[src/hdl/lrp_pkg.sv]
// Shared types and constants of the layer residency pager.
package lrp_pkg;

  localparam int StampW = 48;
  localparam int LayerW = 7;
  localparam int CountW = 8;
  localparam int BytesW = 40;
  localparam int OffsetW = 47;

  localparam logic [1:0] KIND_HIT = 2'd0;
  localparam logic [1:0] KIND_LOAD = 2'd1;
  localparam logic [1:0] KIND_INVALID = 2'd2;
  localparam logic [1:0] KIND_PREFETCH = 2'd3;

  localparam logic CFG_LAYER_COUNT = 1'b0;
  localparam logic CFG_LAYER_BYTES = 1'b1;

  // Oldest-so-far candidate travelling along the cell row.
  typedef struct packed {
    logic              found;
    logic [StampW-1:0] stamp;
    logic [9:0]        idx;
  } lrp_cand_t;

  // Command broadcast from the sequencer to every cell.
  typedef struct packed {
    logic              load;
    logic [9:0]        load_idx;
    logic [StampW-1:0] load_stamp;
    logic              evict;
    logic [9:0]        evict_idx;
  } lrp_cmd_t;

endpackage

[src/hdl/lrp_cell.sv]
// One residency cell: holds a layer's flag and stamp and keeps the oldest candidate.
module lrp_cell
  import lrp_pkg::*;
#(
  parameter int IDX = 0
) (
  input  logic      clk,
  input  logic      rst,
  input  lrp_cmd_t  cmd,
  input  logic      in_scope,
  input  lrp_cand_t cand_in,
  output lrp_cand_t cand_out,
  output logic      resident
);

  logic [StampW-1:0] stamp;

  always_ff @(posedge clk) begin
    if (rst) begin
      resident <= 1'b0;
    end else if (cmd.load && cmd.load_idx == 10'(IDX)) begin
      resident <= 1'b1;
    end else if (cmd.evict && cmd.evict_idx == 10'(IDX)) begin
      resident <= 1'b0;
    end
  end

  always_ff @(posedge clk) begin
    if (rst) begin
      stamp <= '0;
    end else if (cmd.load && cmd.load_idx == 10'(IDX)) begin
      stamp <= cmd.load_stamp;
    end
  end

  // Strict compare keeps the lower index on equal stamps.
  always_ff @(posedge clk) begin
    if (resident && in_scope && (!cand_in.found || stamp < cand_in.stamp)) begin
      cand_out.found <= 1'b1;
      cand_out.stamp <= stamp;
      cand_out.idx   <= 10'(IDX);
    end else begin
      cand_out <= cand_in;
    end
  end

endmodule

[config.mk]
export PLATFORM = sky130hd
export DESIGN_NAME = lrp_cell
export DESIGN_NICKNAME = d
export VERILOG_FILES = /design/src/hdl/lrp_pkg.sv /design/src/hdl/lrp_cell.sv
export SDC_FILE = /design/constraint.sdc
export NUM_CORES = 1
export LEC_CHECK = 0
export BUFFER_PORTS_ARGS = -buffer_cell sky130_fd_sc_hd__buf_2
export CORE_MARGIN = 2
export CORE_UTILIZATION = 30
export CTS_BUF_LIST = sky130_fd_sc_hd__clkbuf_16
export CTS_CLUSTER_SIZE = 16
export DETAILED_ROUTE_END_ITERATION = 10
export PLACE_DENSITY = 0.62
export SYNTH_ARGS = -nofsm -noshare
export SYNTH_HDL_FRONTEND = slang
export SYNTH_SLANG_ARGS = --single-unit
[constraint.sdc]
create_clock -name clk -period 3.4 [get_ports clk]
set_clock_uncertainty 0.15 [all_clocks]
set_input_delay 0.17 -clock clk [delete_from_list [all_inputs] [get_ports clk]]
set_output_delay 0.17 -clock clk [all_outputs]
set_load 0.03 [all_outputs]
==> flow_summary.yaml <==
critical_path:
  end_kind: "flop"
  worst_setup_path_start_kind: "primary input"
  crit_fanout: 35
  crit_chain: "dlygate4sd3_1, buf_2, inv_1, ha_1, and4_1, nand4_1, nor4_4, nand4_1, a2bb2oi_4, buf_12, nand3_1, o211ai_2"
  arrival_ps: 3270
  critPathKind: "primary input to flop"
  path_buf_inv: 4
  crit_start: "cand_in[56]"
  reg2reg_to: "cand_out[38]$_DFF_P_"
  regToRegSetupSlack_ps: 370
  cp_top_family: "simple AND/OR/NAND/NOR gates"
  ff2ff_path_depth: 9
  slowest_stage: "dlygate4sd3_1"
  cp_slowest_stage_delay_ps: 540
  cp.required_ps: 3470
  crit_path_frequent_cell: "nand4_1"
  reg2reg_from: "stamp[45]$_SDFFE_PP0P_"
cts:
  root_buffer: "clkbuf_16"
  cts_made_buffers: 9
  htree_levels: 3
  cts_tree: "yes"
  cts_sinks: 108
  clock_latency_ps: 360
  path_clk_slew_ps: 80
  clock_path_buffers: 2
hold_path:
  hold_end: "stamp[0]$_SDFFE_PP0P_"
  hold_start: "stamp[0]$_SDFFE_PP0P_"
  whs_path_depth: 2
  min-delay-path-class: "flop to flop"
floorplanning:
  die_area_mm2: 0.0224
  core_area_mm2: 0.0210
  rows: 53
  die_h_um: 150
  io_pins: 192
  die_x_um: 150
  initial_core_util_pct: 30.4
outcome:
  status: "finished clean"
place:
  dp_cells: 1254
  numPortBuffers: 191
  dp_hpwl_mm: 12.6
  place_congestion: 0.774
  placed_cell_area_mm2: 0.00753
drt:
  drt_pass1_iterations: 6
  drt_iter0_drc: 376
  ant_nets: 0
  drc_errors: 0
  post_drt_wl_per_cell_um: 14.2
  postRouteWirelength_mm: 19.6
  vias: 6666
  via_per_inst: 4.83
finish:
  drive_above_1_share_pct: 24.3
  finalNetCount: 1278
  syn_to_final_growth_pct: 40.1
  final_util_pct: 42.6
  n_fill_cell: 2157
  fin_cells: 1379
  final_area_mm2: 0.00892
  antenna_cells: 0
yosys:
  yosys_warnings: 0
  synth.net_count: 1012
  ys_ff_latch: 108
  synth_area_mm2: 0.00637
  synth-main-ff-cell: "dfxtp_1"
  syn_avg_cell_area_um2: 7.64
  synth_cells: 833
  yosysSeqAreaShare_pct: 34.0
  synth_cell_types: 41
  synth_edf_count: 0
  async_reset_ff_share_pct: 0
timing:
  fin_crit_sh_pct: 94.1
  final_hold_viol_count: 0
  finalSetupViolations: 0
  maxSlewHeadroom_pct: 26.2
  fmax_mhz: 313
  slew_viol_final: 0
  worst_slew_pin_slew_ps: 1110
  period_needed_ps: 3200
global_route:
  grt_pass1_vias: 6229
  grt_pass1_wl_mm: 31.1
  antenna_found_initial: 0
  grt_busiest_layer: "met2"
  grtUsageMet1_pct: 22.3
  grt_start_max_net_pins: 99
  grtUsageMet2_pct: 29.0
  grt_usage_pct: 17.3
  grt-ovfl-total: 0
  grt_use_met3_pct: 2.59
run:
  maxCapViolCount: 0
power_and_ir_drop:
  peakVddDrop_uv: 180
  p_leak_nw: 3.95
  power_density_mw_per_mm2: 324
-- cell families (layout without fill, tap and decap cells) --
group	after synthesis	in the layout	synth area share, %
and+or+nand+nor	345	345	25.5
AOI/OAI and AO/OA	229	230	24.1
DFF	108	108	34.0
buffers and inverters	104	374	7.21
adders and majority gates	47	47	9.24
-- layout make-up --
type	instances	area, µm²	area share (%)
multi-input cells	622	3780	42.4
clock buffers	9	225	2.53
clock inverters	7	68.8	0.772
flip-flops and latches	108	2160	24.2
inverters	48	180	2.02
repair buffers	310	2160	24.2
well taps	275	344	3.86
-- power by group --
group	switching [W]	total, W	internal (W)
registers	0.0000109	0.00131	0.00130
clock network	0.000522	0.00109	0.000569
logic	0.000253	0.000485	0.000232
total	0.000785	0.00289	0.00210
-- stage by stage --
step	setup TNS, ps	hold slack [ps]	setup slack (ps)	power [W]
floorplan	0	142	1010	0.00156
global placement	0	225	275	0.00172
detailed placement	0	222	224	0.00173
CTS	0	341	28.8	0.00291
global route	-78.0	360	-24.7	0.00301
finish	0	340	201	0.00289
-- cells in the final DEF (no fill, tap or decap), drive strengths merged, types with 3 or more instances in the layout --
cell type and count:
dlygate4sd3 108, o21ai 52, nand4 8, clkbuf 9, and2 12, nor4b 3
nand2 201, ha 47, a21oi 116, nor2 5, o211ai 49, a21o 4
nand2b 50, inv 49, nor4 4, clkinvlp 4, nand3 55, dfxtp 108
buf 202
-- layer usage --
layer | vias up | share of wire [%]
met5 | - | 0
met1 | 3043 | 46
met2 | 208 | 46
li1 | 3382 | -
met3 | 33 | 5.1
met4 | 0 | 2.7
-- repair_timing --
item                                    4_1_cts  5_1_grt
endpoints found under the hold margin       107        0
hold buffers                                108        0
resized for setup                             0        0
setup buffers                                 0        0
endpoints found under the setup margin        0       47
-- sequential cells by signal, indices dropped and copies added, names as in the netlist --
register,count
stamp,48
cand_out,59
resident,1
-- cells in the mapped netlist (all sizes together), types with 2 or more instances --
| master | count | area (µm²) |
|---|---|---|
| a21o | 4 | 30.0 |
| a21oi | 116 | 584 |
| a221o | 2 | 20.0 |
| and2 | 12 | 75.1 |
| and4 | 2 | 17.5 |
| buf | 15 | 120 |
| clkbuf | 40 | 150 |
| dfxtp | 108 | 2160 |
| ha | 47 | 588 |
| inv | 48 | 180 |
| nand2 | 201 | 754 |
| nand2b | 50 | 313 |
| nand3 | 55 | 275 |
| nand4 | 8 | 50.1 |
| nor2 | 5 | 21.3 |
| nor3 | 2 | 10.0 |
| nor4 | 4 | 46.3 |
| nor4b | 3 | 41.3 |
| o211ai | 49 | 563 |
| o21ai | 52 | 260 |
-- worst min-delay path, stage by stage (launching register included) --
cell     delay, ps
dfxtp_1        330
nand2_1         60
a21oi_1         50
-- worst max path at each step --
| stage | end | slack, ps | depth (start not counted) |
|---|---|---|---|
| after floorplan | cand_out[27]$_DFF_P_ | 1010 | 9 |
| after global placement | cand_out[38]$_DFF_P_ | 280 | 11 |
| after detailed placement | cand_out[24]$_DFF_P_ | 220 | 11 |
| after CTS | cand_out[24]$_DFF_P_ | 30 | 12 |
| after global routing | cand_out[2]$_SDFF_PP0_ | -20 | 11 |
| final | cand_out[38]$_DFF_P_ | 200 | 12 |
No activity file was read; power rests on OpenSTA's default activity.
